**config.mk**
```make
export PLATFORM = sky130hd
export DESIGN_NAME = pnguf_recon
export DESIGN_NICKNAME = d
export VERILOG_FILES = /design/src/rtl/png_scanline_unfilter_macros.svh /design/src/rtl/pnguf_pkg.sv /design/src/rtl/pnguf_recon.sv
export SDC_FILE = /design/constraint.sdc
export NUM_CORES = 1
export LEC_CHECK = 0
export BUFFER_PORTS_ARGS = -buffer_cell sky130_fd_sc_hd__buf_2
export CORE_MARGIN = 3
export CORE_UTILIZATION = 55
export DETAILED_ROUTE_END_ITERATION = 8
export PLACE_DENSITY_LB_ADDON = 0.08
export RECOVER_POWER = 50
export SYNTH_ARGS = -nofsm -noshare
export SYNTH_HDL_FRONTEND = slang
export SYNTH_SLANG_ARGS = --single-unit
```
**constraint.sdc**
```tcl
create_clock -name clk -period 18.2 [get_ports clk]
set_clock_uncertainty 0.05 [all_clocks]
set_input_delay 3.64 -clock clk [delete_from_list [all_inputs] [get_ports clk]]
set_output_delay 3.64 -clock clk [all_outputs]
set_load 0.01 [all_outputs]
```
**src/rtl/png_scanline_unfilter_macros.svh**
```systemverilog
// Assertion helpers for the RTL files; only pnguf_ctrl uses them
`ifndef PNG_SCANLINE_UNFILTER_MACROS_SVH
`define PNG_SCANLINE_UNFILTER_MACROS_SVH

`ifndef SYNTHESIS
// Property that must hold at every clock edge outside reset
`define PNGUF_ASSERT(lbl, clk, rst, prop) \
  lbl: assert property (@(posedge clk) disable iff (rst) (prop)) \
    else $error("pnguf assertion failed");
// Condition that must be followed by another in the next cycle
`define PNGUF_ASSERT_NEXT(lbl, clk, rst, ante, cons) \
  lbl: assert property (@(posedge clk) disable iff (rst) (ante) |=> (cons)) \
    else $error("pnguf assertion failed");
`else
`define PNGUF_ASSERT(lbl, clk, rst, prop)
`define PNGUF_ASSERT_NEXT(lbl, clk, rst, ante, cons)
`endif

`endif

```
**src/rtl/pnguf_pkg.sv**
```systemverilog
package pnguf_pkg;

  localparam int MAX_ROW_BYTES   = 8192;
  localparam int MAX_PIXEL_BYTES = 8;

  localparam int LEN_W  = 14;
  localparam int DIST_W = 4;
  localparam int COL_W  = $clog2(MAX_ROW_BYTES);
  localparam int HIST_W = $clog2(MAX_PIXEL_BYTES);

  // Filter type codes
  localparam logic [2:0] FILT_NONE  = 3'd0;
  localparam logic [2:0] FILT_SUB   = 3'd1;
  localparam logic [2:0] FILT_UP    = 3'd2;
  localparam logic [2:0] FILT_AVG   = 3'd3;
  localparam logic [2:0] FILT_PAETH = 3'd4;

  // Register indexes
  localparam logic REG_ROW_LENGTH  = 1'b0;
  localparam logic REG_PIXEL_BYTES = 1'b1;

  // One result-producing item handed from the control stage to reconstruction
  typedef struct packed {
    logic [7:0]        data_byte;
    logic [2:0]        filter;
    logic              first_row;
    logic              use_left;
    logic [HIST_W-1:0] dist_idx;
    logic              last;
    logic              bad;
    logic [COL_W-1:0]  col;
  } pnguf_item_t;

  // Line memory write request
  typedef struct packed {
    logic             en;
    logic [COL_W-1:0] addr;
    logic [7:0]       data;
  } pnguf_ram_wr_t;

endpackage

```
**src/rtl/pnguf_recon.sv**
```systemverilog
module pnguf_recon
  import pnguf_pkg::*;
(
  input  logic          clk,
  input  logic          rst,
  input  logic          push,
  input  pnguf_item_t   item,
  input  logic [7:0]    above_byte,
  output logic          in_ready,
  output pnguf_ram_wr_t ram_wr,
  output logic          out_valid,
  input  logic          out_ready,
  output logic [7:0]    out_byte,
  output logic          out_last,
  output logic          out_bad
);

  pnguf_item_t s1;
  logic        s1_valid;
  logic        s1_adv;

  logic [7:0]  left_hist [MAX_PIXEL_BYTES];
  logic [7:0]  ul_hist   [MAX_PIXEL_BYTES];

  logic [7:0]  a, b, c;
  logic [8:0]  avg_sum;
  logic [7:0]  pred;
  logic [7:0]  val;

  function automatic logic [7:0] paeth(input logic [7:0] pa_a, input logic [7:0] pa_b,
                                       input logic [7:0] pa_c);
    logic signed [9:0] d_bc;
    logic signed [9:0] d_ac;
    logic signed [9:0] d_sum;
    logic [9:0]        da;
    logic [9:0]        db;
    logic [9:0]        dc;
    d_bc  = $signed({2'b00, pa_b}) - $signed({2'b00, pa_c});
    d_ac  = $signed({2'b00, pa_a}) - $signed({2'b00, pa_c});
    d_sum = d_bc + d_ac;
    da    = d_bc[9]  ? 10'(-d_bc)  : 10'(d_bc);
    db    = d_ac[9]  ? 10'(-d_ac)  : 10'(d_ac);
    dc    = d_sum[9] ? 10'(-d_sum) : 10'(d_sum);
    if (da <= db && da <= dc) begin
      return pa_a;
    end else if (db <= dc) begin
      return pa_b;
    end else begin
      return pa_c;
    end
  endfunction

  assign s1_adv   = s1_valid && (!out_valid || out_ready);
  assign in_ready = !s1_valid || s1_adv;

  // Gather the neighbours of this byte
  always_comb begin
    b = s1.first_row ? 8'd0 : above_byte;
    a = s1.use_left ? left_hist[s1.dist_idx] : 8'd0;
    c = (s1.use_left && !s1.first_row) ? ul_hist[s1.dist_idx] : 8'd0;
  end

  // Predict and undo the filter
  always_comb begin
    avg_sum = {1'b0, a} + {1'b0, b};
    case (s1.filter)
      FILT_NONE:  pred = 8'd0;
      FILT_SUB:   pred = a;
      FILT_UP:    pred = b;
      FILT_AVG:   pred = avg_sum[8:1];
      FILT_PAETH: pred = paeth(a, b, c);
      default:    pred = 8'd0;
    endcase
    val = s1.data_byte + pred;
  end

  // Store the finished byte as the row above for the next scanline
  always_comb begin
    ram_wr.en   = s1_adv && !s1.bad;
    ram_wr.addr = s1.col;
    ram_wr.data = val;
  end

  // Hold one item in the working stage
  always_ff @(posedge clk) begin
    if (rst) begin
      s1_valid <= 1'b0;
    end else if (push) begin
      s1_valid <= 1'b1;
    end else if (s1_adv) begin
      s1_valid <= 1'b0;
    end
  end

  always_ff @(posedge clk) begin
    if (push) begin
      s1 <= item;
    end
  end

  // Shift the left and upper-left histories one pixel byte along
  always_ff @(posedge clk) begin
    if (s1_adv && !s1.bad) begin
      for (int k = MAX_PIXEL_BYTES - 1; k > 0; k--) begin
        left_hist[k] <= left_hist[k-1];
        ul_hist[k]   <= ul_hist[k-1];
      end
      left_hist[0] <= val;
      ul_hist[0]   <= b;
    end
  end

  // Result register: advance on a free slot, drop once taken
  always_ff @(posedge clk) begin
    if (rst) begin
      out_valid <= 1'b0;
    end else if (s1_adv) begin
      out_valid <= 1'b1;
    end else if (out_ready) begin
      out_valid <= 1'b0;
    end
  end

  always_ff @(posedge clk) begin
    if (s1_adv) begin
      out_byte <= s1.bad ? 8'd0 : val;
      out_last <= s1.last && !s1.bad;
      out_bad  <= s1.bad;
    end
  end

endmodule

```
# ---- Yosys cells after proc, flatten, opt, wreduce, memory -nomap -nowiden
# Memories as Yosys holds them, arrays and structs flattened. A register that Yosys moved wholly into a read port is not among the register bits.
# Index checks and enable logic that the tools add are counted.
# Widths: inputs -> output; s select.
dict set report op_classes {
  n_mux 17
  n_reduce_logical 13
  n_lt_le_gt_ge 3
  n_addsub 8
  eq_ne 4
}
# cell n
set ops {}
lappend ops {{$mux 8} 5}
lappend ops {{$pmux 8 s4} 1}
lappend ops {{$le 10x10->1} 3}
lappend ops {{$mux 10} 3}
lappend ops {{$neg 9->10} 2}
lappend ops {{$sub 8x8->9} 2}
lappend ops {{$add 9x9->10} 1}
lappend ops {{$neg 10->10} 1}
lappend ops {{$add 8x8->9} 1}
lappend ops {{$add 8x8->8} 1}
lappend ops {{$eq 3x2->1 const B} 2}
lappend ops {{$mux 1} 6}
lappend ops {{$mux 3} 2}
lappend ops {{$logic_and 1x1->1} 5}
lappend ops {{$logic_not 1->1} 4}
lappend ops {{$reduce_bool 2->1} 2}
lappend ops {{$eq 3x1->1 const B} 1}
lappend ops {{$eq 3x3->1 const B} 1}
lappend ops {{$logic_or 1x1->1} 2}
dict set report word_totals {
  n_memories 2
  regBits 43
  ram_bits 128
  output_inout_bits 34
}
# memory depth width rd rd_ports_with_merged_regs wr line
set mem_list {}
lappend mem_list {left_hist 8 8 8 1 8 pnguf_recon.sv:22} ;# logic [7:0] left_hist [MAX_PIXEL_BYTES];
lappend mem_list {ul_hist 8 8 8 1 8 pnguf_recon.sv:23} ;# logic [7:0] ul_hist [MAX_PIXEL_BYTES];

# ---- Depth between registers and ports, before layout
# Gate-level depths: netlist (run 1).
dict set report logic_depth {
  ltp_word 12
  depth_mapped 48
  mapped_depth_nobuf 43
}

# ---- Worst setup path before layout (run 1)
# Ideal clock, no wire load.
dict set report synth_path {
  path_type {input-to-output}
  from {input above_byte[0]}
  to {output ram_wr[7] (netlist name)}
  arrival_ns 10.595
  stages 39
  path_buffers 2
  setup_slack_ns 3.915
  cell_sequence {nand2b_1 > ha_1 > inv_1 > fa_1 > xnor2_1 > inv_1 > ha_1 > a21oi_1 > o21bai_1 > maj3_2 > maj3_2 > a21oi_2 > o211ai_1 > and3_1 > buf_6 > mux2i_1 > ha_1 > nor2b_1 > [... 3 more ...] > o21a_1 > o21ai_0 > a21oi_1 > a2111oi_0 > o32ai_1 > clkbuf_1 > a21oi_1 > o22a_1 > inv_1 > ha_1 > a21o_1 > a21oi_1 > o21bai_1 > a21oi_1 > o21bai_1 > a21oi_1 > xnor2_1 > xor2_1}
}
# item line
set synth_lines {}
lappend synth_lines {{from (decl)} pnguf_recon.sv:8} ;# input logic [7:0] above_byte,
lappend synth_lines {{to (decl)} pnguf_recon.sv:10} ;# output pnguf_ram_wr_t ram_wr,

==> results of run 1 <==
## synth_stat cells (all sizes together), types with 10 or more instances
library cell / count / area, µm²
mux2: 10 / 113
buf: 23 / 168
xor2: 23 / 216
mux4: 31 / 698
and2: 11 / 68.8
nor2: 33 / 124
o21ai: 12 / 60.1
mux2i: 12 / 120
ha: 67 / 838
a21oi: 28 / 148
a21o: 20 / 150
inv: 41 / 154
xnor2: 35 / 307
nor2b: 23 / 144
nand2: 36 / 135
edfxtp: 169 / 5070
## critical path, delay by kind of cell
kind / cells / cell delay, ns
xor+xnor: 2 / 0.42
mux: 1 / 0.27
simple gates: 5 / 1.42
fa+ha+maj: 6 / 1.84
compound gates: 21 / 3.74
buf+inv: 4 / 0.39
## layout make-up
| class | count | area, µm² | area share |
|---|---|---|---|
| clock buffers | 17 | 425 | 0.0397 |
| clock inverters | 15 | 178 | 0.0166 |
| inverters | 42 | 158 | 0.0147 |
| multi-input cells | 463 | 4080 | 0.381 |
| flip-flops and latches | 174 | 5180 | 0.483 |
| well taps | 220 | 275 | 0.0257 |
| repair buffers | 82 | 419 | 0.0391 |
## state kept, by name, indices dropped and copies added, names as in the netlist, named ones only
signal	count
out_byte	8
out_last	1
s1_valid	1
left_hist	64
out_valid	1
s1	18
ram_wr	13
out_bad	1
ul_hist	64
## stage by stage
| stage | setup slack [ns] | utilization | cells |
|---|---|---|---|
| after detailed placement | 2.82 | 0.601 | 981 |
| after global placement | 3.12 | 0.601 | 981 |
| after CTS | 2.79 | 0.637 | 1013 |
| after floorplan | 3.92 | - | 711 |
| after global routing | 2.13 | 0.637 | 1013 |
| final | 2.77 | 0.637 | 1013 |
## cell families (layout without fill, tap and decap cells)
logic type / count (synthesis) / in the layout
adder cells (fa/ha/maj): 77 / 77
AND/OR/NAND/NOR: 149 / 149
buffers and inverters: 74 / 156
other: 2 / 4
flip-flops: 174 / 174
multiplexers: 53 / 53
XOR/XNOR: 58 / 58
AO/OA/AOI/OAI: 122 / 122
## path summary, 6_finish.rpt
path,start,endpoint,slack [ns],cells past startpoint
hold / removal,left_hist[4][4],left_hist[5][4],0.39,0
setup / recovery,above_byte[2],ram_wr[7],2.77,39
hold reg to reg,left_hist[4][4],left_hist[5][4],0.39,0
setup reg to reg,flip-flop,out_byte[7],7.88,44
## power groups by stage
stage               logic [mW]  clock network, mW  registers, mW
finish                   0.757              0.372          0.475
CTS                      0.757              0.380          0.475
global route             0.848              0.396          0.477
floorplan                0.567                  0          0.481
detailed placement       0.752                  0          0.484
global placement         0.742                  0          0.482
## routing by layer
layer  GRT usage  vias up  part of all wire
met5           0        -           0.00032
met4      0.0910        2             0.028
met3      0.0483       39             0.058
met2       0.366      188              0.47
met1       0.320     2962              0.45
li1            -     2811                 -
==> results.toml, run 1 <==
[power]
p_switching_uw = 615
power.share.clock = 0.232
p_leak_nw = 4.19
seqPwrFrac = 0.296
peakVddDrop_uv = 111
fin_total_pwr_mw = 1.60
p_per_area_mw_per_mm2 = 150
combPwrFrac = 0.472
p_sw_frac = 0.384
internal-power_uw = 989

[grt]
grt_pass1_vias = 6295
grt_pass1_wl_mm = 34.5
overflow = 0
grt_usage = 0.232
grt_max_degree = 55
antenna_found_initial = 1

[min_path]
hold_class = "reg2reg"

[floorplanning]
dieWidth_um = 138
fp.dieArea_mm2 = 0.0191
pin_count = 77
initial_core_util = 0.570
die_h_um = 138
rows = 47
coreArea_mm2 = 0.0168

[sta]
final_max_slew_viol_count = 36
slew_headroom = -0.246
hold_viol = 0
tns_ns = 0
fmax_ghz = 0.0648
worst_pin_slew_ns = 1.87
post-route-min-period_ns = 15.43
fin_hold_ws_ns = 0.394
setup_viol = 0
fin_crit_sh = 0.848
rsz0062_at_grt = "false"

[synth]
async_flop_share = 0
synth_mux_area_frac = 0.0970
yosys_warnings = 0
postSynthCellCount = 709
synth-main-ff-cell = "edfxtp_1"
synth_top_family_by_area = "adder cells"
synth_seq_cells = 174
ys_types = 65
synth_edf_count = 169
synth_compound_area_frac = 0.0896
synth_area_mm2 = 0.00959
synth_fa_ha_area_frac = 0.101
syn_avg_cell_area_um2 = 13.5
yosys.area_share.xor_xnor = 0.0545
synth-seq-area-share = 0.539
yosys.area_share.simple = 0.0800

[placed_design]
place_area_mm2 = 0.0101
io_buffers = 76
dpl.hpwl_mm = 15.9
place_congestion = 0.932

[routing]
ant_nets = 0
post-route-drc-count = 0
wire_per_inst_um = 21.4
wl_mm = 21.7
viasPerCell = 5.92
dr.pass1.iters = 5
dr.first_iter.drc_count = 444
via_count = 6002

[setup_path]
critPathLaunchType = "input port"
cp_max_fo = 14
critPathMaxStageDelay_ns = 0.49
cp_common_cell = "a21oi_1"
setup.worst_path.class = "in2out"
arrival_ns = 11.74
cpMaxStageDelayCell = "a2111oi_0"
crit_path_end_kind = "output port"
required_ns = 14.51

[cts]
clk_pin_slew_worst_paths_ns = 0.07
cts_made_buffers = 17
post-cts-setup-buffer-count = 0
clockBufferDepth = 2
clock_latency_ns = 0.43
cts_root_buffer = "clkbuf_16"
htreeDepth = 4
clock-sinks = 174
cts_tree = "yes"
cts-hold-fix-buffers = 0
ctsResizeCount = 0

[cells_and_area]
drive_above_1_share = 0.211
antenna_cells = 0
layout_commonest_cell = "edfxtp_1"
final_area_mm2 = 0.0107
nNetsFinal = 893
final_cell_mix = "edfxtp_1 (169), buf_2 (74), ha_1 (67), inv_1 (41), nand2_1 (36)"
fill_cells = 1305
syn2layout_area_growth_pct = 11.6

[run_status]
violations = "max-capacitance violations, max-slew violations"
status = "complete, but fails checks"

[run]
maxCapViolCount = 1
(Power assumes the default switching activity.)
==> run 2, diff against run 1 <==
==> constraint.sdc (replaced) <==
create_clock -name clk -period 16.1 [get_ports clk]
set_clock_uncertainty 0.05 [all_clocks]
set_input_delay 3.22 -clock clk [delete_from_list [all_inputs] [get_ports clk]]
set_output_delay 3.22 -clock clk [all_outputs]
set_load 0.01 [all_outputs]
==> results.toml, run 2 (synthesis results as in run 1) <==
[routing]
dr.first_iter.drc_count = 560
wire_per_inst_um = 21.5
wl_mm = 21.8
ant_nets = 0
via_count = 6068
wl_met1_mm = 9.42
dr.pass1.iters = 5
viasPerCell = 5.99
top_layer = "met4"
post-route-drc-count = 0
dr_wl_met2_mm = 10.4
met3_length_mm = 1.48

[run_status]
status = "complete, but fails checks"
violations = "max-capacitance violations, max-slew violations"

[sta]
setup_viol = 0
tns_ns = 0
fmax_ghz = 0.0689
fin_hold_ws_ns = 0.398
worst_pin_slew_ns = 1.82
fin_crit_sh = 0.902
final_max_slew_viol_count = 36
post-route-min-period_ns = 14.52
slew_headroom = -0.215
hold_viol = 0
rsz0062_at_grt = "false"

[setup_path]
setup.worst_path.class = "in2out"
reg2regPathDepth = 44
crit_path_end_kind = "output port"
critPathLaunchType = "input port"
cpMaxStageDelayCell = "a2111oi_0"
required_ns = 12.83
cp_common_cell = "a21oi_1"
critPathMaxStageDelay_ns = 0.49
arrival_ns = 11.25
worstReg2RegEnd = "out_byte[7]"
cp_max_fo = 14
r2r_slack_ns = 5.79

[cts]
cts-hold-fix-buffers = 0
cts_tree = "yes"
clk_pin_slew_worst_paths_ns = 0.07
cts_made_buffers = 17
ctsResizeCount = 0
clockBufferDepth = 2
clock-sinks = 174
clock_latency_ns = 0.43
htreeDepth = 4
cts_root_buffer = "clkbuf_16"
post-cts-setup-buffer-count = 0

[floorplanning]
initial_core_util = 0.570
rows = 47
dieWidth_um = 138
pin_count = 77
fp.dieArea_mm2 = 0.0191
die_h_um = 138
coreArea_mm2 = 0.0168

[placed_design]
place_congestion = 0.931
dpl.hpwl_mm = 16.0
io_buffers = 76

[min_path]
hold_depth = 0
min_from = "left_hist[5][2]"
hold_class = "reg2reg"
hold_end = "left_hist[6][2]"

[grt]
grt_pass1_wl_mm = 34.2
grt_usage = 0.232
grt_max_degree = 54
grt_pass1_vias = 6143
overflow = 0
antenna_found_initial = 0

[cells_and_area]
layout_commonest_cell = "edfxtp_1"
antenna_cells = 0
syn2layout_area_growth_pct = 11.1
final_cell_mix = "edfxtp_1 (169), buf_2 (74), ha_1 (67), inv_1 (41), nand2_1 (36)"
nNetsFinal = 893
fill_cells = 1326
top_regs = "left_hist x64, ul_hist x64, s1 x18"
drive_above_1_share = 0.209

[power]
peakVddDrop_uv = 128
p_leak_nw = 4.16
p_per_area_mw_per_mm2 = 167

[run]
maxCapViolCount = 1
-- run 2: critical path, delay by kind of cell --
family	cells	cell delay (ns)
adder cells (fa/ha/maj)	6	1.83
multiplexers	1	0.25
buffers and inverters	4	0.40
AO/OA/AOI/OAI	21	3.65
XOR/XNOR	2	0.43
AND/OR/NAND/NOR	5	1.44
-- run 2: final cells by class --
type,instances,area (µm²),share of cell area
clock buffer,18,429,0.0403
clock inverter,14,125,0.0117
inverter,42,158,0.0148
multi-input combinational,463,4080,0.382
sequential,174,5180,0.486
tap,220,275,0.0258
timing repair buffer,82,419,0.0393
-- run 2: worst max path at each step --
stage,start,endpoint,cells after the start
after floorplan,above_byte[0],ram_wr[7],39
after global placement,above_byte[2],ram_wr[7],39
after detailed placement,above_byte[2],ram_wr[7],39
after CTS,above_byte[2],ram_wr[7],39
after global routing,above_byte[2],ram_wr[7],39
final,above_byte[2],ram_wr[7],39
-- run 2: per-stage QoR --
stage	area (µm²)	power [mW]	setup slack, ns	utilization	cells
detailed placement	10100	1.39	1.58	0.601	981
global route	10700	1.91	0.709	0.634	1013
CTS	10700	1.79	1.56	0.634	1013
finish	10700	1.78	1.58	0.634	1013
global placement	10100	1.38	1.86	0.601	981
floorplan	9600	1.18	2.66	-	711
-- run 2: power by group --
group	switching, mW	internal, mW	total [mW]
combinational	0.496	0.356	0.851
clock	0.188	0.203	0.392
sequential	0.0149	0.525	0.540
total	0.699	1.08	1.78
-- run 2: routing by layer --
layer  vias to the layer above  global-route usage
met5                         -                   0
met4                         0              0.0660
met3                        32              0.0494
met2                       225               0.376
met1                      2994               0.320
li1                       2817                   -
==> run 3, diff against run 2 <==
==> constraint.sdc (replaced) <==
create_clock -name clk -period 16 [get_ports clk]
set_clock_uncertainty 0.05 [all_clocks]
set_input_delay 3.2 -clock clk [delete_from_list [all_inputs] [get_ports clk]]
set_output_delay 3.2 -clock clk [all_outputs]
set_load 0.01 [all_outputs]
==> results.toml, run 3 (synthesis results as in run 1) <==
[sta]
fin_crit_sh = 0.913
tns_ns = 0
post-route-min-period_ns = 14.61
slew_headroom = -0.241
final_max_slew_viol_count = 36
rsz0062_at_grt = "false"
fmax_ghz = 0.0685
worst_pin_slew_ns = 1.86
fin_hold_ws_ns = 0.393
setup_viol = 0
hold_viol = 0

[power]
p_switching_uw = 713
combPwrFrac = 0.477
seqPwrFrac = 0.300
internal-power_mw = 1.10
peakVddDrop_uv = 84.7
p_sw_frac = 0.393
p_leak_nw = 4.17
fin_total_pwr_mw = 1.81
power.share.clock = 0.223
p_per_area_mw_per_mm2 = 170

[placed_design]
io_buffers = 76
dpl.cell_count = 981
dpl.hpwl_mm = 16.0
place_congestion = 0.934

[routing]
wl_mm = 21.9
wire_per_inst_um = 21.6
via_count = 6112
post-route-drc-count = 0
dr.pass1.iters = 5
viasPerCell = 6.03
dr.first_iter.drc_count = 423
ant_nets = 0

[cts]
ctsResizeCount = 0
clockBufferDepth = 2
clock_latency_ns = 0.44
clk_pin_slew_worst_paths_ns = 0.08
clock-sinks = 174
cts_made_buffers = 17
cts_tree = "yes"
post-cts-setup-buffer-count = 0
cts-hold-fix-buffers = 0
cts_root_buffer = "clkbuf_16"
htreeDepth = 4

[setup_path]
reg2regPathDepth = 44
crit_path_end_kind = "output port"
critPathLaunchType = "input port"
worstReg2RegEnd = "out_byte[7]"
path_buf_inv = 4
r2r_slack_ns = 5.44
crit_family = "compound AO/OA/AOI/OAI gates"
arrival_ns = 11.36
cp_max_fo = 14
required_ns = 12.75
cpMaxStageDelayCell = "a2111oi_0"
setup.worst_path.class = "in2out"
critPathMaxStageDelay_ns = 0.51
cp_common_cell = "a21oi_1"

[cells_and_area]
final_cell_mix = "edfxtp_1 (169), buf_2 (74), ha_1 (67), inv_1 (41), nand2_1 (36)"
fill_cells = 1296
drive_above_1_share = 0.211
antenna_cells = 0
layout.cells.non_filler = 1013
top_regs = "left_hist x64, ul_hist x64, s1 x18"
syn2layout_area_growth_pct = 11.3
layout_commonest_cell = "edfxtp_1"
nNetsFinal = 893

[floorplanning]
pin_count = 77
rows = 47
initial_core_util = 0.570
fp.dieArea_mm2 = 0.0191
coreArea_mm2 = 0.0168
die_h_um = 138
dieWidth_um = 138

[grt]
grt_pass1_wl_mm = 34.7
grt_max_degree = 54
antenna_found_initial = 1
grt_pass1_vias = 6330
grt_usage = 0.233
overflow = 0

[min_path]
hold_depth = 0
hold_end = "ul_hist[2][4]"
hold_class = "reg2reg"
min_from = "ul_hist[1][4]"

[run]
maxCapViolCount = 1

[run_status]
status = "complete, but fails checks"
violations = "max-capacitance violations, max-slew violations"
## run 3: layer usage
layer  up-vias  part of all wire  GRT usage
li1       2813                 -          -
met2       206              0.47      0.371
met4         2             0.027     0.0900
met1      3047              0.44      0.321
met5         -           0.00032          0
met3        44             0.060     0.0439
## run 3: power groups by stage
stage / Combinational, mW / Clock [mW] / Sequential (mW)
after floorplan: 0.645 / 0 / 0.547
after global placement: 0.840 / 0 / 0.552
after detailed placement: 0.855 / 0 / 0.554
after CTS: 0.863 / 0.411 / 0.544
after global routing: 0.959 / 0.432 / 0.547
final: 0.864 / 0.403 / 0.544
## run 3: final cells by class
class,instances,area [µm²],share of cell area
multi-input combinational,463,4080,0.382
inverter,42,158,0.0148
clock buffer,18,439,0.0411
tap,220,275,0.0258
timing repair buffer,82,419,0.0393
clock inverter,14,135,0.0127
sequential,174,5180,0.485
## run 3: worst max-delay path by stage
stage          cells after the start           from  slack (ns)        end
2_1_floorplan                     39  above_byte[0]        2.60  ram_wr[7]
3_5_place_dp                      39  above_byte[2]        1.51  ram_wr[7]
3_3_place_gp                      39  above_byte[2]        1.80  ram_wr[7]
4_1_cts                           39  above_byte[2]        1.47  ram_wr[7]
6_report                          39  above_byte[2]        1.39  ram_wr[7]
5_1_grt                           41  above_byte[1]        0.75  ram_wr[7]
## run 3: metrics by stage
step / util / worst slack [ns] / cell area [µm²]
finish: 0.635 / 1.39 / 10700
global route: 0.635 / 0.750 / 10700
CTS: 0.635 / 1.47 / 10700
detailed placement: 0.601 / 1.51 / 10100
global placement: 0.601 / 1.80 / 10100
floorplan: - / 2.60 / 9600
