[src/rtl/png_scanline_unfilter_macros.svh]
// Assertion helpers for the RTL files; only pnguf_ctrl uses them
`ifndef PNG_SCANLINE_UNFILTER_MACROS_SVH
`define PNG_SCANLINE_UNFILTER_MACROS_SVH

`ifndef SYNTHESIS
// Property that must hold at every clock edge outside reset
`define PNGUF_ASSERT(lbl, clk, rst, prop) \
  lbl: assert property (@(posedge clk) disable iff (rst) (prop)) \
    else $error("pnguf assertion failed");
// Condition that must be followed by another in the next cycle
`define PNGUF_ASSERT_NEXT(lbl, clk, rst, ante, cons) \
  lbl: assert property (@(posedge clk) disable iff (rst) (ante) |=> (cons)) \
    else $error("pnguf assertion failed");
`else
`define PNGUF_ASSERT(lbl, clk, rst, prop)
`define PNGUF_ASSERT_NEXT(lbl, clk, rst, ante, cons)
`endif

`endif

[src/rtl/pnguf_pkg.sv]
package pnguf_pkg;

  localparam int MAX_ROW_BYTES   = 8192;
  localparam int MAX_PIXEL_BYTES = 8;

  localparam int LEN_W  = 14;
  localparam int DIST_W = 4;
  localparam int COL_W  = $clog2(MAX_ROW_BYTES);
  localparam int HIST_W = $clog2(MAX_PIXEL_BYTES);

  // Filter type codes
  localparam logic [2:0] FILT_NONE  = 3'd0;
  localparam logic [2:0] FILT_SUB   = 3'd1;
  localparam logic [2:0] FILT_UP    = 3'd2;
  localparam logic [2:0] FILT_AVG   = 3'd3;
  localparam logic [2:0] FILT_PAETH = 3'd4;

  // Register indexes
  localparam logic REG_ROW_LENGTH  = 1'b0;
  localparam logic REG_PIXEL_BYTES = 1'b1;

  // One result-producing item handed from the control stage to reconstruction
  typedef struct packed {
    logic [7:0]        data_byte;
    logic [2:0]        filter;
    logic              first_row;
    logic              use_left;
    logic [HIST_W-1:0] dist_idx;
    logic              last;
    logic              bad;
    logic [COL_W-1:0]  col;
  } pnguf_item_t;

  // Line memory write request
  typedef struct packed {
    logic             en;
    logic [COL_W-1:0] addr;
    logic [7:0]       data;
  } pnguf_ram_wr_t;

endpackage

[src/rtl/pnguf_ctrl.sv]
`include "png_scanline_unfilter_macros.svh"

module pnguf_ctrl
  import pnguf_pkg::*;
(
  input  logic              clk,
  input  logic              rst,
  input  logic              accept,
  input  logic [7:0]        stream_byte,
  input  logic              image_start,
  input  logic [LEN_W-1:0]  row_length,
  input  logic [DIST_W-1:0] pixel_bytes,
  output logic              push,
  output pnguf_item_t       item
);

  logic [COL_W-1:0]  column, column_next;
  logic [2:0]        filter, filter_next;
  logic              awaiting, awaiting_next;
  logic              first_row, first_row_next;
  logic              halted, halted_next;

  logic [LEN_W-1:0]  eff_len;
  logic [DIST_W-1:0] eff_dist;
  logic [COL_W-1:0]  col;
  logic              last;
  logic              eff_first;
  logic              eff_await;

  // Clamp the register values into range
  always_comb begin
    if (row_length == '0) begin
      eff_len = LEN_W'(1);
    end else if (row_length > LEN_W'(MAX_ROW_BYTES)) begin
      eff_len = LEN_W'(MAX_ROW_BYTES);
    end else begin
      eff_len = row_length;
    end
    if (pixel_bytes == '0) begin
      eff_dist = DIST_W'(1);
    end else if (pixel_bytes > DIST_W'(MAX_PIXEL_BYTES)) begin
      eff_dist = DIST_W'(MAX_PIXEL_BYTES);
    end else begin
      eff_dist = pixel_bytes;
    end
  end

  // Column of this byte and whether it closes the row
  always_comb begin
    if (LEN_W'(column) >= eff_len) begin
      col = COL_W'(eff_len - LEN_W'(1));
    end else begin
      col = column;
    end
    last = (LEN_W'(col) + LEN_W'(1)) >= eff_len;
  end

  // Decode the transaction: filter type, data byte or dropped
  always_comb begin
    eff_first      = image_start | first_row;
    eff_await      = image_start | awaiting;
    column_next    = column;
    filter_next    = filter;
    awaiting_next  = awaiting;
    first_row_next = first_row;
    halted_next    = halted;
    push           = 1'b0;

    item.data_byte = stream_byte;
    item.filter    = filter;
    item.first_row = eff_first;
    item.use_left  = LEN_W'(col) >= LEN_W'(eff_dist);
    item.dist_idx  = HIST_W'(eff_dist - DIST_W'(1));
    item.last      = last;
    item.bad       = 1'b0;
    item.col       = col;

    if (accept && !halted) begin
      if (eff_await) begin
        column_next    = '0;
        first_row_next = eff_first;
        if (stream_byte > {5'd0, FILT_PAETH}) begin
          halted_next = 1'b1;
          push        = 1'b1;
          item.bad    = 1'b1;
          item.last   = 1'b0;
        end else begin
          filter_next   = stream_byte[2:0];
          awaiting_next = 1'b0;
        end
      end else begin
        push = 1'b1;
        if (last) begin
          column_next    = '0;
          awaiting_next  = 1'b1;
          first_row_next = 1'b0;
        end else begin
          column_next = col + COL_W'(1);
        end
      end
    end
  end

  // Hold the scanline position
  always_ff @(posedge clk) begin
    if (rst) begin
      column    <= '0;
      filter    <= FILT_NONE;
      awaiting  <= 1'b1;
      first_row <= 1'b1;
      halted    <= 1'b0;
    end else begin
      column    <= column_next;
      filter    <= filter_next;
      awaiting  <= awaiting_next;
      first_row <= first_row_next;
      halted    <= halted_next;
    end
  end

  `PNGUF_ASSERT_NEXT(a_halt_sticky, clk, rst, halted, halted)
  `PNGUF_ASSERT_NEXT(a_bad_halts, clk, rst, push && item.bad, halted)
  `PNGUF_ASSERT(a_halt_silent, clk, rst, !(halted && push))
  `PNGUF_ASSERT_NEXT(a_last_awaits, clk, rst, push && item.last, awaiting)

endmodule

[config.mk]
export PLATFORM = sky130hd
export DESIGN_NAME = pnguf_ctrl
export DESIGN_NICKNAME = d
export VERILOG_FILES = /design/src/rtl/pnguf_pkg.sv /design/src/rtl/pnguf_ctrl.sv
export VERILOG_INCLUDE_DIRS = /design/src /design/src/rtl
export SDC_FILE = /design/constraint.sdc
export NUM_CORES = 1
export LEC_CHECK = 0
export BUFFER_PORTS_ARGS = -buffer_cell sky130_fd_sc_hd__buf_2
export CORE_MARGIN = 5
export CORE_UTILIZATION = 55
export DETAILED_ROUTE_END_ITERATION = 6
export GPL_ROUTABILITY_DRIVEN = 0
export PLACE_DENSITY_LB_ADDON = 0.15
export SKIP_LAST_GASP = 1
export SLEW_MARGIN = 20
export SYNTH_ARGS = -nofsm -noshare
export SYNTH_HDL_FRONTEND = slang
export SYNTH_SLANG_ARGS = --single-unit
[constraint.sdc]
create_clock -name clk -period 13 [get_ports clk]
set_input_delay 1.95 -clock clk [delete_from_list [all_inputs] [get_ports clk]]
set_output_delay 1.95 -clock clk [all_outputs]
set_load 0.01 [all_outputs]
Word-level counts from Yosys, hierarchy flattened --
Index checks and enable logic that the tools add are counted.
Storage, ports and cells: word-level logic and storage cells 46, register bits after elaboration 19, bits of input ports 30, output and inout bits 32
Cells by class: bitwise gates (word level) 3, magnitude comparators 6, equal/unequal tests 1, muxes and demuxes 18, $add $sub $neg 4, reductions and logical operators 9
Operator list (count):
- $mux 13 | 3
- $mux 14 | 2
- $add 13x1->14 const B | 1
- $ge 13x14->1 | 1
- $ge 14x14->1 | 1
- $gt 14x14->1 const B | 1
- $logic_not 14->1 | 1
- $add 13x1->13 const B | 1
- $ge 13x4->1 | 1
- $sub 13x1->13 const B | 1
- $reduce_and 3->1 | 3
- $gt 8x3->1 const B | 1
- $mux 1 | 8
- $mux 4 | 2
- $mux 2 | 3
- $gt 4x4->1 const B | 1
- $logic_not 4->1 | 1
- $sub 3x1->3 const B | 1
- $ne 2x2->1 const B | 1
- $or 1x1->1 | 2
- $reduce_and 2->1 | 1
- $reduce_bool 2->1 | 1
- $logic_and 1x1->1 | 1
- $logic_not 1->1 | 1
- $not 1->1 | 1

Longest topological paths before layout --
Gate-level depths: netlist of the first run.
depth in word-level cells 10, depth in mapped cells 28

Worst setup path before layout of the first run --
OpenSTA, ideal clock, no wires.
kind in2out, from input port row_length[7], to output port item[14] (netlist name), path slack 4452 ps, stages on the path 24, data arrival time 6598 ps, data required time 11050 ps, path buffers 2, cells stage by stage nor4_2 -> a41oi_1 -> inv_1 -> ha_1 -> nor2b_1 -> o21ai_0 -> a21oi_1 -> o22ai_1 -> buf_2 -> buf_2 -> nor2_1 -> a21oi_1 -> ha_1 -> nand4_1 -> mux2i_1 -> nand2_2 -> nor2_1 -> xor2_1 -> ha_1 -> nand3_1 -> nor4_1 -> a211o_1 -> a211o_1 -> nor2b_1
RTL lines:
- start, declared | line pnguf_ctrl.sv:11 | input logic [LEN_W-1:0] row_length,
- end, declared | line pnguf_ctrl.sv:14 | output pnguf_item_t item

==> results of run 1 <==
[power groups by stage]
stage | combinational [mW] | sequential [mW] | clock, mW
2_1_floorplan | 0.0303 | 0.0601 | 0
3_3_place_gp | 0.0456 | 0.0601 | 0
3_5_place_dp | 0.0464 | 0.0601 | 0
4_1_cts | 0.0467 | 0.0587 | 0.0409
5_1_grt | 0.0521 | 0.0587 | 0.0437
6_report | 0.0469 | 0.0587 | 0.0406
[how the worst max path moves through the flow]
stage | cells after the start | endpoint | from
after CTS | 26 | item[14] | row_length[7]
final | 26 | item[14] | row_length[7]
after global placement | 26 | item[14] | row_length[7]
after floorplan | 24 | item[14] | row_length[7]
after global routing | 26 | item[14] | row_length[7]
after detailed placement | 26 | item[14] | row_length[7]
[sequential cells by signal, indices dropped and copies added, names as in the netlist]
name       count
awaiting       1
column        13
filter         3
first_row      1
halted         1
[worst reg2reg max path, delay by kind of cell (launching register included)]
| kind | cells | cell delay, ns |
|---|---|---|
| AND/OR/NAND/NOR | 8 | 1.48 |
| AO/OA/AOI/OAI | 8 | 1.40 |
| adder cells (fa/ha/maj) | 3 | 0.74 |
| buffers and inverters | 3 | 0.64 |
| flip-flops | 1 | 0.41 |
| multiplexers | 1 | 0.34 |
| XOR/XNOR | 1 | 0.16 |
[placed cells by master, fill, tap and decap left out, types with 7 or more instances in the layout]
| cell type | Yosys | routed |
|---|---|---|
| a21oi_1 | 11 | 11 |
| mux2_2 | 11 | 11 |
| ha_1 | 34 | 34 |
| nor2_1 | 30 | 30 |
| mux2i_1 | 7 | 7 |
| nand3_1 | 9 | 9 |
| nand2b_1 | 7 | 7 |
| dfxtp_1 | 19 | 19 |
| buf_2 | 3 | 61 |
| o21ai_0 | 8 | 8 |
| inv_1 | 15 | 15 |
| xnor2_1 | 8 | 8 |
| nor4_1 | 8 | 8 |
| nand2_1 | 34 | 34 |
[cell families (layout without fill, tap and decap cells)]
logic type,after synthesis,count (layout),synth area share
buf+inv,31,82,0.0629
flops,19,19,0.155
xor+xnor,14,14,0.0501
fa+ha+maj,34,34,0.174
mux,20,20,0.0976
simple gates,124,124,0.265
compound gates,63,63,0.195
[per-stage QoR]
stage | setup WS (ns) | instance area [sq um] | hold WS [ns]
final | 4.03 | 2790 | 0.500
after global placement | 4.28 | 2740 | 0.468
after global routing | 3.51 | 2790 | 0.521
after CTS | 4.07 | 2790 | 0.500
after floorplan | 4.45 | 2450 | 0.447
after detailed placement | 4.10 | 2740 | 0.486
[final cells by class]
type	count	area, sq um	share of cell area
clock buffer	3	41.3	0.0148
clock inverter	1	5.00	0.00180
inverter	15	56.3	0.0202
multi-input combinational	255	1920	0.689
sequential	19	380	0.136
tap	52	65.1	0.0233
timing repair buffer	63	320	0.115
[per-layer routing]
metal,vias to the layer above,track usage
met5,-,0
met4,0,0.0385
met3,8,0.0351
met2,59,0.372
met1,1091,0.291
li1,1221,-
==> out/metrics.cfg, run 1 <==
[setup_path]
rr_endpoint=column[11]
cp.required_ns=11.05
r2r_start=column[2]
critPathCaptureType=primary output
critPathMaxFanout=22
reg2reg_depth=24
reg2reg_slack_ns=7.79
slowest_stage=nor4_2
cp_num_buf_inv=5
cp.arrival_ns=7.02
crit_family=simple AND/OR/NAND/NOR gates
critical_path_class=in2out
crit_top_cell=ha_1
max_stage_delay_ns=0.59
start_kind=input pin

[min_path]
worstHoldEndpoint=first_row
worstHoldStart=first_row
hp-class=reg2reg
holdPathStages=1

[sta]
setup_violations=0
setup_tns_ns=0
fin_crit_sh=0.690
fin_crit_ns=8.97
max_freq_ghz=0.111
hold_violations=0
finalClockSkew_ns=0.00434
rsz0062_at_grt=false
slew_headroom=0.548
tightest_slew_ns=0.672
slew_viol_final=0

[power_and_ir_drop]
ir_drop_uv=71.3
p_sw_mw=0.0476
seqPwrFrac=0.402
internal-power_mw=0.0986
power.density_nw_per_um2=52.4
p_leak_nw=1.36
p_sw_frac=0.326
pwr-share-comb=0.321
p_clk_frac=0.278
p_total_mw=0.146

[global_route]
track_usage=0.218
grt_pass1_vias=2338
grt-ovfl-total=0
grt_max_degree=23
grt_pass1_wl_mm=11.0
grt_antenna_before_repair=0

[floorplan]
core_sq_um=4320
dieArea_sq_um=5880
fp-row-count=24
die_h_microns=76.7
die_width_microns=76.7
ioPinCount=62
start_util=0.566

[yosys]
synth_common_cells=ha_1 (34), nand2_1 (34), nor2_1 (30)
yosysTopAreaCellShare=0.174
yosysWarningCount=0
synth_cell_types=56
ys_ff_latch=19
ys_async_sr_fraction=0
synthFlopType=dfxtp_1
synth_seq_area_share=0.155
synthCells=305
synth_area_leaders=ha_1 (17%), dfxtp_1 (16%), nand2_1 (5.2%)
synth_edf_count=0
synth_nets=369
netlist_area_sq_um=2450
yosys.area.top_type=ha_1
syn_area_per_cell_sq_um=8.02

[cells_and_area]
antennaDiodeCount=0
area_growth_pct=13.9
layout.cells.non_filler=408
fillers=406
drive_gt1_frac=0.261
fin_util=0.645
nNetsFinal=421

[place]
dp_cells=404
port_buffers=61
dp_hpwl_mm=5.34

[cts]
holdBufCountCts=0
cts_root_buffer=clkbuf_8
path_clk_slew_ns=0.07
clkLatencyLatePin_ns=0.25
clock_path_buffers=2
cts_tree=yes
cts_buffers=3
htreeDepth=1
cts_repair_resize_count=0
cts.sinks=19
post-cts-setup-buffers=0

[routing]
route.met3.wl_microns=334
drc_errors=0
wl_met1_mm=2.88
wl_mm=6.37
firstDrtPassIters=4
viasPerCell=5.83
top_layer=met4
ant_nets=0
wire_per_inst_microns=15.6
drt-initial-drc-count=130
vias=2379
wl_met2_mm=3.08

[run_status]
outcome=complete, no violations

[flow_run]
maxCapViolations=0

No activity file was read; power rests on OpenSTA's default activity.
==> inputs of run 2 (changes only) <==
Settings changed: CORE_UTILIZATION 55 to 54.
Clock period 13 ns to 8.5 ns, I/O delays scaled along.
==> out/metrics.cfg, run 2 (synthesis results as in run 1) <==
[cts]
cts_repair_resize_count=0  ; unchanged
cts_buffers=3  ; unchanged
htreeDepth=1  ; unchanged
clock_path_buffers=2  ; unchanged
clkLatencyLatePin_ns=0.25  ; about the same
holdBufCountCts=0  ; unchanged
cts_root_buffer=clkbuf_8
post-cts-setup-buffers=0  ; unchanged
path_clk_slew_ns=0.07  ; about the same
cts.sinks=19  ; unchanged
cts_tree=yes

[cells_and_area]
reg_top3=column: 13 flops, filter: 3 flops
nNetsFinal=421  ; unchanged
fillers=411  ; +1.2%
layout_common_cells=buf_2 (61), nand2_1 (34), ha_1 (34), nor2_1 (30), dfxtp_1 (19)
area_growth_pct=13.9  ; unchanged
regMostFlops=column
drive_gt1_frac=0.261  ; unchanged
fin_util=0.636  ; -0.00883
antennaDiodeCount=0  ; unchanged
layout.cells.non_filler=408  ; unchanged
layout_commonest_cell=buf_2
largest_reg_flops=13  ; unchanged

[routing]
ant_nets=0  ; unchanged
viasPerCell=5.81  ; -0.34%
vias=2371  ; -0.34%
drc_errors=0  ; unchanged
drt-initial-drc-count=145  ; +12%
wire_per_inst_microns=15.4  ; -1.6%
wl_mm=6.27  ; -1.6%
firstDrtPassIters=4  ; unchanged

[sta]
slew_viol_final=0  ; unchanged
tightest_slew_ns=0.666  ; -0.00638 ns
slew_headroom=0.553  ; +0.00429
rsz0062_at_grt=false
finalClockSkew_ns=0.00270  ; -0.00164 ns
setup_tns_ns=0  ; unchanged
fin_crit_sh=0.900
fin_crit_ns=7.65
max_freq_ghz=0.131
hold_violations=0  ; unchanged
setup_violations=0  ; unchanged

[min_path]
hp-class=reg2reg
holdPathStages=1  ; unchanged
worstHoldEndpoint=first_row
worstHoldStart=first_row

[setup_path]
cp.required_ns=7.22  ; -3.83 ns
cp_num_buf_inv=5  ; unchanged
rr_endpoint=column[12]
max_stage_delay_ns=0.58  ; about the same
r2r_start=column[7]
slowest_stage=nor4_2
cp.arrival_ns=6.37  ; -0.65 ns
reg2reg_slack_ns=3.25  ; -4.54 ns
critPathCaptureType=primary output
reg2reg_depth=24  ; unchanged
critical_path_class=in2out
critPathMaxFanout=22  ; unchanged
crit_family=simple AND/OR/NAND/NOR gates
crit_top_cell=ha_1
start_kind=input pin

[floorplan]
core_sq_um=4380  ; +1.4%
start_util=0.558  ; -0.00775
die_h_microns=77.3  ; +0.80%
dieArea_sq_um=5980  ; +1.6%
fp-row-count=24  ; unchanged
ioPinCount=62  ; unchanged
die_width_microns=77.3  ; +0.80%

[global_route]
grt_pass1_vias=2242  ; -4.1%
grt-ovfl-total=0  ; unchanged
grt_max_degree=23  ; unchanged
grt_antenna_before_repair=0  ; unchanged
grt_pass1_wl_mm=10.4  ; -5.0%
track_usage=0.207  ; -0.0108

[place]
port_buffers=61  ; unchanged
dp_hpwl_mm=5.30  ; -0.73%
dp_cells=404  ; unchanged

[power_and_ir_drop]
ir_drop_uv=68.2  ; -4.3%
power.density_nw_per_um2=80.1  ; +53%
p_leak_nw=1.36  ; unchanged

[flow_run]
maxCapViolations=0  ; unchanged

[run_status]
outcome=complete, no violations

## run 2: cell counts in the layout (fill, tap and decap cells not counted)
Identical to the previous run, type by type.
## run 2: worst max path at each step
stage,cells past startpoint,start,end
6_report,26,row_length[7],item[14]
5_1_grt,26,row_length[7],item[14]
4_1_cts,26,row_length[7],item[14]
3_5_place_dp,26,row_length[7],item[14]
3_3_place_gp,26,row_length[7],item[14]
2_1_floorplan,24,row_length[7],item[14]
## run 2: metal layers
| metal | up-vias | share of wire | track usage | wire [microns] |
|---|---|---|---|---|
| li1 | 1229 | - | - | - |
| met1 | 1084 | 0.47 | 0.277 | 2960 |
| met2 | 50 | 0.48 | 0.351 | 3000 |
| met3 | 8 | 0.039 | 0.0386 | 246 |
| met4 | 0 | 0.011 | 0.0361 | 67 |
| met5 | - | 0 | 0 | 0 |
## run 2: final cells by class
| type | instances | area (sq um) | area share |
|---|---|---|---|
| Inverter | 15 | 56.3 | 0.0202 |
| Clock inverter | 1 | 5.00 | 0.00180 |
| Timing Repair Buffer | 63 | 320 | 0.115 |
| Tap cell | 52 | 65.1 | 0.0233 |
| Sequential cell | 19 | 380 | 0.136 |
| Clock buffer | 3 | 41.3 | 0.0148 |
| Multi-Input combinational cell | 255 | 1920 | 0.689 |
## run 2: stage by stage
stage               worst slack, ns  total power, mW  hold slack (ns)  instance area (sq um)
floorplan                      1.30            0.138            0.447                   2450
CTS                           0.917            0.225            0.492                   2790
finish                        0.852            0.223            0.490                   2790
global placement               1.20            0.162            0.468                   2740
global route                  0.366            0.238            0.514                   2790
detailed placement            0.939            0.163            0.475                   2740
## run 2: where the power goes
| group | internal (mW) | switching, mW | total (mW) |
|---|---|---|---|
| Sequential | 0.0895 | 0.000308 | 0.0898 |
| Clock | 0.0326 | 0.0294 | 0.0620 |
| Combinational | 0.0287 | 0.0426 | 0.0714 |
==> inputs of run 3 (changes only) <==
Settings changed: ABC_AREA from default to 1, CORE_UTILIZATION 54 to 55.
==> out/metrics.cfg, run 3 <==
[run_status]
outcome=complete, no violations

[cells_and_area]
regMostFlops=column
largest_reg_flops=13  ; unchanged
layout_common_cells=nand2_1 (129), buf_2 (61), inv_1 (53), ha_1 (34), nor2_1 (32)
drive_gt1_frac=0.234  ; -0.0271
layout_commonest_cell=nand2_1
reg_top3=column: 13 flops, filter: 3 flops
nNetsFinal=552  ; +31%
fillers=460  ; +12%
area_growth_pct=12.0
multi_input_area_sq_um=1980  ; +3.1%
fin_util=0.636  ; about the same
antennaDiodeCount=0  ; unchanged
seq_area_sq_um=380  ; unchanged

[floorplan]
start_util=0.568  ; +0.00994
die_width_microns=80.1  ; +3.6%
fp-row-count=25  ; +4.2%
ioPinCount=62  ; unchanged
dieArea_sq_um=6410  ; +7.3%
core_sq_um=4750  ; +8.4%
die_h_microns=80.1  ; +3.6%

[place]
dp_hpwl_mm=5.65  ; +6.7%
place_ws_ns=1.54  ; +0.601 ns
port_buffers=61  ; unchanged

[sta]
setup_violations=0  ; unchanged
max_freq_ghz=0.144  ; +9.9%
setup_tns_ns=0  ; unchanged
slew_viol_final=0  ; unchanged
setup_ws_ns=1.54  ; +0.692 ns
rsz0062_at_grt=false
hold_violations=0  ; unchanged
slew_headroom=0.616  ; +0.0637
tightest_slew_ns=0.574  ; -0.0917 ns
fin_crit_ns=6.96  ; -0.692 ns
fin_crit_sh=0.818  ; -0.0814
finalClockSkew_ns=0.00533  ; +0.00264 ns

[setup_path]
critPathMaxFanout=21  ; -4.5%
max_stage_delay_ns=0.37  ; -0.21 ns
cp.arrival_ns=5.68  ; -0.69 ns
critPathCaptureType=primary output
crit_top_cell=nand2_1
critical_path_class=in2out
reg2reg_slack_ns=4.29  ; +1.04 ns
slowest_stage=nand3_2
cp.required_ns=7.22  ; about the same
start_kind=input pin

[cts]
cts.sinks=19  ; unchanged
post-cts-setup-buffers=0  ; unchanged
cts_tree=yes
holdBufCountCts=0  ; unchanged
cts_root_buffer=clkbuf_8
cts_buffers=3  ; unchanged
clkLatencyLatePin_ns=0.26  ; about the same
path_clk_slew_ns=0.07  ; about the same
cts_repair_resize_count=0  ; unchanged
clock_path_buffers=2  ; unchanged
htreeDepth=1  ; unchanged

[yosys]
ys_async_sr_fraction=0  ; unchanged
synth_area_leaders=nand2_1 (18%), ha_1 (16%), dfxtp_1 (14%)
synth_seq_area_share=0.141  ; -0.0146
netlist_area_sq_um=2700  ; +10%
synthFlopType=dfxtp_1
yosysWarningCount=0  ; unchanged
synth_nets=501  ; +36%
yosys.area.top_type=nand2_1
syn_area_per_cell_sq_um=6.18  ; -23%
synth_cell_types=39  ; -30%
synth_common_cells=nand2_1 (129), inv_1 (53), ha_1 (34)
ys_ff_latch=19  ; unchanged
synthCells=437  ; +43%
yosysMostFrequentCell=nand2_1
yosysTopAreaCellShare=0.179  ; +0.00543
synth_edf_count=0  ; unchanged

[global_route]
use_met3=0.0168  ; -0.0218
track_usage=0.215  ; +0.00751
grt-ovfl-total=0  ; unchanged
gr-max-usage-layer=met2
grt_max_degree=22  ; -4.3%
grt_pass1_wl_mm=11.1  ; +7.0%
grt_antenna_before_repair=0  ; unchanged
grt_pass1_vias=2542  ; +13%
grt_use_met1=0.286  ; +0.00938
gr-usage-met2=0.367  ; +0.0157

[routing]
firstDrtPassIters=4  ; unchanged
viasPerCell=5.09  ; -12%
wl_mm=6.72  ; +7.2%
wire_per_inst_microns=12.1  ; -21%
drc_errors=0  ; unchanged
ant_nets=0  ; unchanged
vias=2821  ; +19%
drt-initial-drc-count=201  ; +39%

[power_and_ir_drop]
p_leak_nw=1.64  ; +21%
power.density_nw_per_um2=78.8  ; -1.5%
p_sw_mw=0.0844  ; +17%
p_sw_frac=0.354  ; +0.0299
ir_drop_uv=87.6  ; +28%
seqPwrFrac=0.378  ; -0.024
p_total_mw=0.238  ; +6.9%
internal-power_mw=0.154  ; +2.1%
pwr-share-comb=0.359  ; +0.039
p_clk_frac=0.263  ; -0.015

[min_path]
hp-class=reg2reg

[flow_run]
maxCapViolations=0  ; unchanged

## run 3: cell count changes in the layout (fill, tap and decap cells not counted), moves of 11 or more
cell     change
nand2_1     +95
inv_1       +38
nand3_1     +22
a21oi_1     +14
nand2_2     +12
mux2_2      -11
## run 3: critical path, delay by kind of cell
kind	cells	cell delay [ns]
compound gates	4	0.75
simple gates	22	2.33
fa+ha+maj	3	0.82
buf+inv	6	0.52
## run 3: final timing paths
kind,end,from,depth (start not counted)
worst min-delay path,halted,halted,2
worst min register to register,halted,halted,2
worst max register to register,column[11],column[9],27
worst max-delay path,item[14],row_length[2],35
## run 3: final cells by class
type                            instances  share of cell area
Clock buffer                            4              0.0149
Inverter                               60              0.0744
Multi-Input combinational cell        342               0.654
Sequential cell                        19               0.126
Tap cell                               67              0.0277
Timing Repair Buffer                   62               0.103
## run 3: power groups by stage
stage | Sequential, mW | Clock, mW | Combinational [mW]
floorplan | 0.0922 | 0 | 0.0600
global placement | 0.0922 | 0 | 0.0839
detailed placement | 0.0922 | 0 | 0.0851
CTS | 0.0902 | 0.0653 | 0.0856
global route | 0.0902 | 0.0692 | 0.0972
finish | 0.0902 | 0.0627 | 0.0856
## run 3: through the flow
step	hold slack (ns)	instance area [sq um]	cells
CTS	0.465	3030	554
detailed placement	0.454	2980	550
global placement	0.444	2980	550
floorplan	0.431	2700	437
global route	0.479	3030	554
finish	0.462	3030	554
## run 3: cell families after synthesis
group | after synthesis | share of synthesized area
AO/OA/AOI/OAI | 53 | 0.115
AND/OR/NAND/NOR | 246 | 0.428
XOR/XNOR | 9 | 0.0320
adder cells (fa/ha/maj) | 34 | 0.157
flip-flops | 19 | 0.141
buffers and inverters | 76 | 0.127
## run 3: routing by layer
layer,up-vias,routed length [microns]
li1,1497,-
met1,1245,3240
met2,72,3080
met3,7,315
met4,0,82
met5,-,0
